File: config.mk
export PLATFORM = sky130hd
export DESIGN_NAME = periodic_timer_bank_unit
export DESIGN_NICKNAME = d
export VERILOG_FILES = /design/src/sv/ptb_pkg.sv /design/src/sv/ptb_table.sv /design/src/sv/periodic_timer_bank_unit.sv
export SDC_FILE = /design/constraint.sdc
export NUM_CORES = 2
export LEC_CHECK = 0
export BUFFER_PORTS_ARGS = -buffer_cell sky130_fd_sc_hd__buf_2
export CAP_MARGIN = 15
export CORE_ASPECT_RATIO = 1.25
export CORE_MARGIN = 2
export CORE_UTILIZATION = 45
export DETAILED_ROUTE_END_ITERATION = 8
export PLACE_DENSITY = 0.68
export SLEW_MARGIN = 20
export SYNTH_ARGS = -nofsm -noshare
export SYNTH_HDL_FRONTEND = slang
export SYNTH_HIERARCHICAL = 1
export SYNTH_SLANG_ARGS = --single-unit
File: constraint.sdc
create_clock -name clock -period 20.5 [get_ports clock]
set_clock_uncertainty 0.05 [all_clocks]
set_input_delay 4.1 -clock clock [delete_from_list [all_inputs] [get_ports clock]]
set_output_delay 4.1 -clock clock [all_outputs]
set_load 0.02 [all_outputs]
File: src/sv/ptb_pkg.sv
package ptb_pkg;

   localparam int unsigned TIME_W  = 32;
   localparam int unsigned TAG_W   = 16;
   localparam int unsigned COUNT_W = 16;
   localparam int unsigned ID_W    = 4;

   localparam logic [COUNT_W-1:0] COUNT_ENDLESS = '1;

   typedef enum logic [1:0] {
      ACT_SET  = 2'd0,
      ACT_KILL = 2'd1,
      ACT_TICK = 2'd2,
      ACT_NONE = 2'd3
   } action_type;

   typedef enum logic [1:0] {
      ST_IDLE = 2'b01,
      ST_WALK = 2'b10
   } state_type;

   typedef struct packed {
      logic [TIME_W-1:0]  period;
      logic [TIME_W-1:0]  mark;
      logic [TAG_W-1:0]   tag;
      logic [COUNT_W-1:0] count;
   } entry_type;

   typedef struct packed {
      logic [ID_W-1:0]    slot;
      logic [TAG_W-1:0]   tag;
      logic [COUNT_W-1:0] remaining;
      logic               stopped;
   } event_type;

endpackage

File: src/sv/ptb_table.sv
module ptb_table
   import ptb_pkg::*;
#(
   parameter int unsigned DEPTH = 16,
   parameter int unsigned AW    = 4
) (
   input  logic          clock,
   input  logic          wr_en,
   input  logic [AW-1:0] wr_addr,
   input  entry_type     wr_data,
   input  logic          rd_en,
   input  logic [AW-1:0] rd_addr,
   output entry_type     rd_data
);

   entry_type mem [DEPTH];
   entry_type rd_data_ff;

   always_ff @(posedge clock) begin
      if (wr_en) begin
         mem[wr_addr] <= wr_data;
      end
      if (rd_en) begin
         rd_data_ff <= mem[rd_addr];
      end
   end

   assign rd_data = rd_data_ff;

endmodule

File: src/sv/periodic_timer_bank_unit.sv
// channel | dir | handshake            | beat
// req_    | in  | req_valid/req_ready  | set, kill or tick with slot fields and time
// rsp_    | out | rsp_valid/rsp_ready  | one fired slot event
//
// set and kill complete while idle; a tick walks the slots in ST_WALK,
// one slot per cycle unless stalled, read from the registered slot table.
// each event is held one step so the final one of a tick carries last_event.
// a busy result register stalls the walk only when a second event is due.
// synchronous reset clears the enable bits and the control state.
module periodic_timer_bank_unit
   import ptb_pkg::*;
#(
   parameter int unsigned NUM_SLOTS = 16
) (
   input  logic                clock,
   input  logic                reset,
   input  logic                req_valid,
   output logic                req_ready,
   input  logic [1:0]          req_action,
   input  logic [ID_W-1:0]     req_slot_id,
   input  logic [TIME_W-1:0]   req_period_ticks,
   input  logic [TAG_W-1:0]    req_owner_tag,
   input  logic [COUNT_W-1:0]  req_repeat_count,
   input  logic [TIME_W-1:0]   req_now_time,
   output logic                rsp_valid,
   input  logic                rsp_ready,
   output logic [ID_W-1:0]     rsp_fired_slot,
   output logic [TAG_W-1:0]    rsp_fired_tag,
   output logic [COUNT_W-1:0]  rsp_remaining,
   output logic                rsp_stopped,
   output logic                rsp_last_event
);

   localparam int unsigned SLOT_W = (NUM_SLOTS > 1) ? $clog2(NUM_SLOTS) : 1;
   localparam int unsigned CNT_W  = $clog2(NUM_SLOTS + 1);
   localparam logic [CNT_W-1:0] LAST_CNT = CNT_W'(NUM_SLOTS);

   state_type             state_ff, state_in;
   logic [NUM_SLOTS-1:0]  en_ff, en_in;
   logic [CNT_W-1:0]      scan_ff, scan_in;
   logic                  eval_valid_ff, eval_valid_in;
   logic [SLOT_W-1:0]     eval_slot_ff, eval_slot_in;
   logic [TIME_W-1:0]     now_ff, now_in;
   logic                  hold_valid_ff, hold_valid_in;
   event_type             hold_ff, hold_in;
   logic                  rsp_valid_ff, rsp_valid_in;
   event_type             out_ff, out_in;
   logic                  last_ff, last_in;

   logic                  accept;
   action_type            act;
   logic                  id_ok;
   logic                  walk;
   logic                  out_free;
   logic                  fire;
   logic                  stall;
   logic                  done;
   logic                  more;
   logic [TIME_W-1:0]     elapsed;
   logic [COUNT_W-1:0]    new_count;
   logic                  stop;

   logic                  wr_en;
   logic [SLOT_W-1:0]     wr_addr;
   entry_type             wr_data;
   logic                  rd_en;
   entry_type             rd_data;

   ptb_table #(
      .DEPTH (NUM_SLOTS),
      .AW    (SLOT_W)
   ) u_table (
      .clock   (clock),
      .wr_en   (wr_en),
      .wr_addr (wr_addr),
      .wr_data (wr_data),
      .rd_en   (rd_en),
      .rd_addr (scan_ff[SLOT_W-1:0]),
      .rd_data (rd_data)
   );

   assign accept    = req_valid && req_ready;
   assign act       = action_type'(req_action);
   assign id_ok     = 32'(req_slot_id) < NUM_SLOTS;
   assign walk      = (state_ff == ST_WALK);
   assign out_free  = !rsp_valid_ff || rsp_ready;
   assign elapsed   = now_ff - rd_data.mark;
   assign fire      = walk && eval_valid_ff && en_ff[eval_slot_ff]
                      && (elapsed >= rd_data.period);
   assign stall     = fire && hold_valid_ff && !out_free;
   assign more      = scan_ff < LAST_CNT;
   assign done      = !more && !eval_valid_ff;
   assign new_count = (rd_data.count == COUNT_ENDLESS) ? rd_data.count
                      : rd_data.count - COUNT_W'(1);
   assign stop      = (new_count == '0);
   assign rd_en     = walk && !stall && more;

   always_comb begin
      wr_en   = 1'b0;
      wr_addr = eval_slot_ff;
      wr_data = rd_data;
      if (accept && act == ACT_SET && id_ok) begin
         wr_en        = 1'b1;
         wr_addr      = SLOT_W'(req_slot_id);
         wr_data      = '{period: req_period_ticks, mark: req_now_time,
                          tag: req_owner_tag, count: req_repeat_count};
      end else if (fire && !stall) begin
         wr_en        = 1'b1;
         wr_data.mark = rd_data.mark + rd_data.period;
         wr_data.count = new_count;
      end
   end

   always_comb begin
      state_in      = state_ff;
      en_in         = en_ff;
      scan_in       = scan_ff;
      eval_valid_in = eval_valid_ff;
      eval_slot_in  = eval_slot_ff;
      now_in        = now_ff;
      hold_valid_in = hold_valid_ff;
      hold_in       = hold_ff;
      rsp_valid_in  = rsp_valid_ff && !rsp_ready;
      out_in        = out_ff;
      last_in       = last_ff;

      case (state_ff)
         ST_IDLE: begin
            if (accept) begin
               case (act)
                  ACT_SET: begin
                     if (id_ok) begin
                        en_in[SLOT_W'(req_slot_id)] = 1'b1;
                     end
                  end
                  ACT_KILL: begin
                     if (id_ok) begin
                        en_in[SLOT_W'(req_slot_id)] = 1'b0;
                     end
                  end
                  ACT_TICK: begin
                     state_in      = ST_WALK;
                     scan_in       = '0;
                     eval_valid_in = 1'b0;
                     now_in        = req_now_time;
                  end
                  default: begin
                  end
               endcase
            end
         end
         ST_WALK: begin
            if (!stall) begin
               eval_valid_in = more;
               eval_slot_in  = scan_ff[SLOT_W-1:0];
               if (more) begin
                  scan_in = scan_ff + CNT_W'(1);
               end
            end
            if (fire && !stall) begin
               if (stop) begin
                  en_in[eval_slot_ff] = 1'b0;
               end
               if (hold_valid_ff) begin
                  rsp_valid_in = 1'b1;
                  out_in       = hold_ff;
                  last_in      = 1'b0;
               end
               hold_valid_in = 1'b1;
               hold_in       = '{slot: ID_W'(eval_slot_ff), tag: rd_data.tag,
                                 remaining: new_count, stopped: stop};
            end
            if (done) begin
               if (!hold_valid_ff) begin
                  state_in = ST_IDLE;
               end else if (out_free) begin
                  rsp_valid_in  = 1'b1;
                  out_in        = hold_ff;
                  last_in       = 1'b1;
                  hold_valid_in = 1'b0;
                  state_in      = ST_IDLE;
               end
            end
         end
         default: begin
            state_in = ST_IDLE;
         end
      endcase
   end

   always_ff @(posedge clock) begin
      if (reset) begin
         state_ff      <= ST_IDLE;
         en_ff         <= '0;
         scan_ff       <= '0;
         eval_valid_ff <= 1'b0;
         hold_valid_ff <= 1'b0;
         rsp_valid_ff  <= 1'b0;
      end else begin
         state_ff      <= state_in;
         en_ff         <= en_in;
         scan_ff       <= scan_in;
         eval_valid_ff <= eval_valid_in;
         hold_valid_ff <= hold_valid_in;
         rsp_valid_ff  <= rsp_valid_in;
      end
   end

   always_ff @(posedge clock) begin
      eval_slot_ff <= eval_slot_in;
      now_ff       <= now_in;
      hold_ff      <= hold_in;
      out_ff       <= out_in;
      last_ff      <= last_in;
   end

   assign req_ready      = (state_ff == ST_IDLE);
   assign rsp_valid      = rsp_valid_ff;
   assign rsp_fired_slot = out_ff.slot;
   assign rsp_fired_tag  = out_ff.tag;
   assign rsp_remaining  = out_ff.remaining;
   assign rsp_stopped    = out_ff.stopped;
   assign rsp_last_event = last_ff;

endmodule
==> qor.csv <==
metric,value,unit
status,finished clean,
cts_inserted_buffers,164,
grt_overflow,0,
drt_pass1_iterations,6,
cts_hold_buf,0,
placementRows,163,
synth-edff-count,1743,
h-tree-depth,4,
core,158000,sq um
arrival,9.27,ns
period_needed,8.93,ns
antenna_found_initial,3,
area_growth,12.3,%
synth_ff_type,edfxtp_1,
end_kind,register,
syn-num-nets,4028,
fin_hold_ws,0.407,ns
grt_max_degree,135,
vias,37700,
dpl_cell_area,75300,sq um
synth_top_area_share,72.9,%
drc,0,
min_from,u_table/rd_data[18],
async_reset_ff_share,0,%
portBuffers,145,
antenna_cells,0,
drtIter0Drc,4087,
hold_violations,0,
hold_path_class,reg2reg,
max-vdd-ir-drop,0.0000784,V
post-cts-setup-buffers,0,
hpwl,102000,microns
start_util,45.4,%
gp_congestion,0.879,
slew_headroom,20.6,%
worstSetupPathType,reg2reg,
finalCritPeriodShare,43.6,%
hold_depth,0,
die_h,451,microns
syn-instance-count,3820,
synth_most_common_cell,edfxtp_1,
seq_area_frac_synth,73.6,%
fmax,112,MHz
setup_viol,0,
synthTopCellsByCount,"1743 x edfxtp_1, 389 x mux4_2, 322 x nand2_1, 193 x a22oi_1, 100 x ha_1",
grt_pass1_vias,38300,
avgSynthCellArea,18.8,sq um
synth_seq_cells,1769,
drive_above_1_share,23.7,%
utilization,51.0,%
p_per_area,95.3,nW/um^2
antenna_left,0,
max-cap-violations,0,
synth_top_cell_by_area,edfxtp_1,
clkTransAtPathRegs,0.06,ns
vias_per_cell,6.02,
wire_per_inst,28.1,microns
die_area,163000,sq um
fin_area,80600,sq um
synthTopCellsByArea,"edfxtp_1 73%, mux4_2 12%, a22oi_1 2.0%",
rsz0062_at_grt,no,
fp.dieW,361,microns
yosys_warnings,6,
nFillCells,12500,
cts_resized,0,
cts_tree,built,
cts_sinks,1769,
tightest_slew,1.19,ns
tns,0,ns
worstReg2RegStart,now_ff[0],
cts_buffer_depth,3,
reg2reg_slack,11.57,ns
root_buffer,clkbuf_16,
drv_slew,0,
syn_area,71800,sq um
ios,146,
worstPathRequired,20.84,ns
r2r_cells,25,
start_kind,register,
synthDistinctLibCells,76,
p_leak,0.0252,uW
cp_max_fo,41,
hold-path-endpoint,hold_ff[19],
clk_latency,0.82,ns
wl,176000,microns
grt_pass1_wl,258000,microns
final_nets,4266,
grt_use_total,21.5,%
worstReg2RegEnd,u_table/mem[3][70],
==> layer usage <==
layer	share of wire, %	up-vias	global-route usage, %
met1	39	19900	28.0
li1	-	16000	-
met4	2.8	4	6.79
met3	6.7	266	3.36
met2	51	1575	37.2
met5	0.012	-	0
==> flip-flops by register name, indices dropped and copies added, names as in the netlist, 2 cells and up, named ones only <==
signal,flops
now_ff,32
rsp_fired_tag,16
eval_slot_ff,4
rsp_remaining,16
state_ff,2
u_table/mem,1536
hold_ff,37
u_table/rd_data,96
rsp_fired_slot,4
scan_ff,5
==> area by class of cell <==
type / instances / area, sq um / share of cell area, %
clock inverter: 91 / 906 / 1.12
inverter: 92 / 347 / 0.430
multi-input combinational: 1775 / 18000 / 22.3
clock buffer: 214 / 4310 / 5.35
sequential: 1769 / 52900 / 65.6
tap: 2062 / 2580 / 3.20
timing repair buffer: 256 / 1630 / 2.03
==> critical path: stages, from the launching register on <==
cell	delay (ns)
edfxtp_1	0.36
inv_1	0.07
ha_1	0.17
inv_1	0.06
fa_1	0.40
a21o_1	0.18
a21oi_1	0.34
o21ai_0	0.19
a2111oi_0	0.87
o41ai_1	0.20
o41ai_1	0.48
o21bai_1	0.12
a21oi_1	0.19
xnor2_1	0.08
ha_1	0.30
nand4_1	0.07
nor4_1	0.58
a211o_1	0.28
a41oi_4	0.04
buf_4	0.29
or2_2	0.36
nand2_1	0.15
or3b_2	0.59
nor2_4	0.62
buf_4	0.72
buf_4	0.64
==> cell usage in the layout (no fill, tap or decap), drive strengths merged, types with 9 or more instances in the layout <==
master and instances:
dfxtp 26, nor4 10, nand3 43, ha 100
a21o 32, buf 256, nand2 323, nand2b 14
nor2b 21, a21oi 97, a22oi 193, a31oi 22
clkbuf 214, nor3 42, edfxtp 1743, o21a 14
a32oi 15, o21bai 10, mux4 389, clkinv 66
inv 98, a211oi 10, or3 16, xor2 15
xnor2 63, mux2 38, clkinvlp 11, and3 12
nand3b 9, nand4 17, nor2 93, o21ai 98
==> power breakdown <==
group / internal [uW] / switching [uW] / leakage (uW)
clock: 1610 / 1350 / 0.00251
sequential: 4110 / 29.3 / 0.0158
combinational: 180 / 393 / 0.00694
==> how the worst max path moves through the flow <==
stage | from | to | slack [ns] | depth (start not counted)
3_5_place_dp | u_table/rd_data[33] | u_table/mem[3][47] | 11.70 | 24
4_1_cts | u_table/rd_data[33] | u_table/mem[3][42] | 11.63 | 24
3_3_place_gp | u_table/rd_data[33] | u_table/mem[3][50] | 11.72 | 24
5_1_grt | now_ff[0] | u_table/mem[3][75] | 11.12 | 25
2_1_floorplan | rsp_ready | u_table/mem[0][0] | 7.45 | 9
6_report | now_ff[0] | u_table/mem[3][70] | 11.57 | 25
==> metrics by stage <==
| stage | total power (uW) | worst slack, ns | std cells |
|---|---|---|---|
| final | 7680 | 11.57 | 6259 |
| after global routing | 7910 | 11.12 | 6259 |
| after CTS | 7730 | 11.63 | 6258 |
| after detailed placement | 4790 | 11.70 | 5953 |
| after global placement | 4780 | 11.72 | 5953 |
| after floorplan | 4570 | 7.45 | 3820 |
==> cells by family (layout without fill, tap and decap cells) <==
family / after synthesis / count (layout) / synth area share, %
buffers and inverters: 276 / 653 / 1.80
XOR/XNOR: 78 / 78 / 0.951
adder cells (fa/ha/maj): 102 / 102 / 1.80
AO/OA/AOI/OAI: 532 / 532 / 4.92
flip-flops: 1769 / 1769 / 73.6
multiplexers: 430 / 430 / 12.8
AND/OR/NAND/NOR: 633 / 633 / 4.07
No activity file was read; power rests on OpenSTA's default activity.
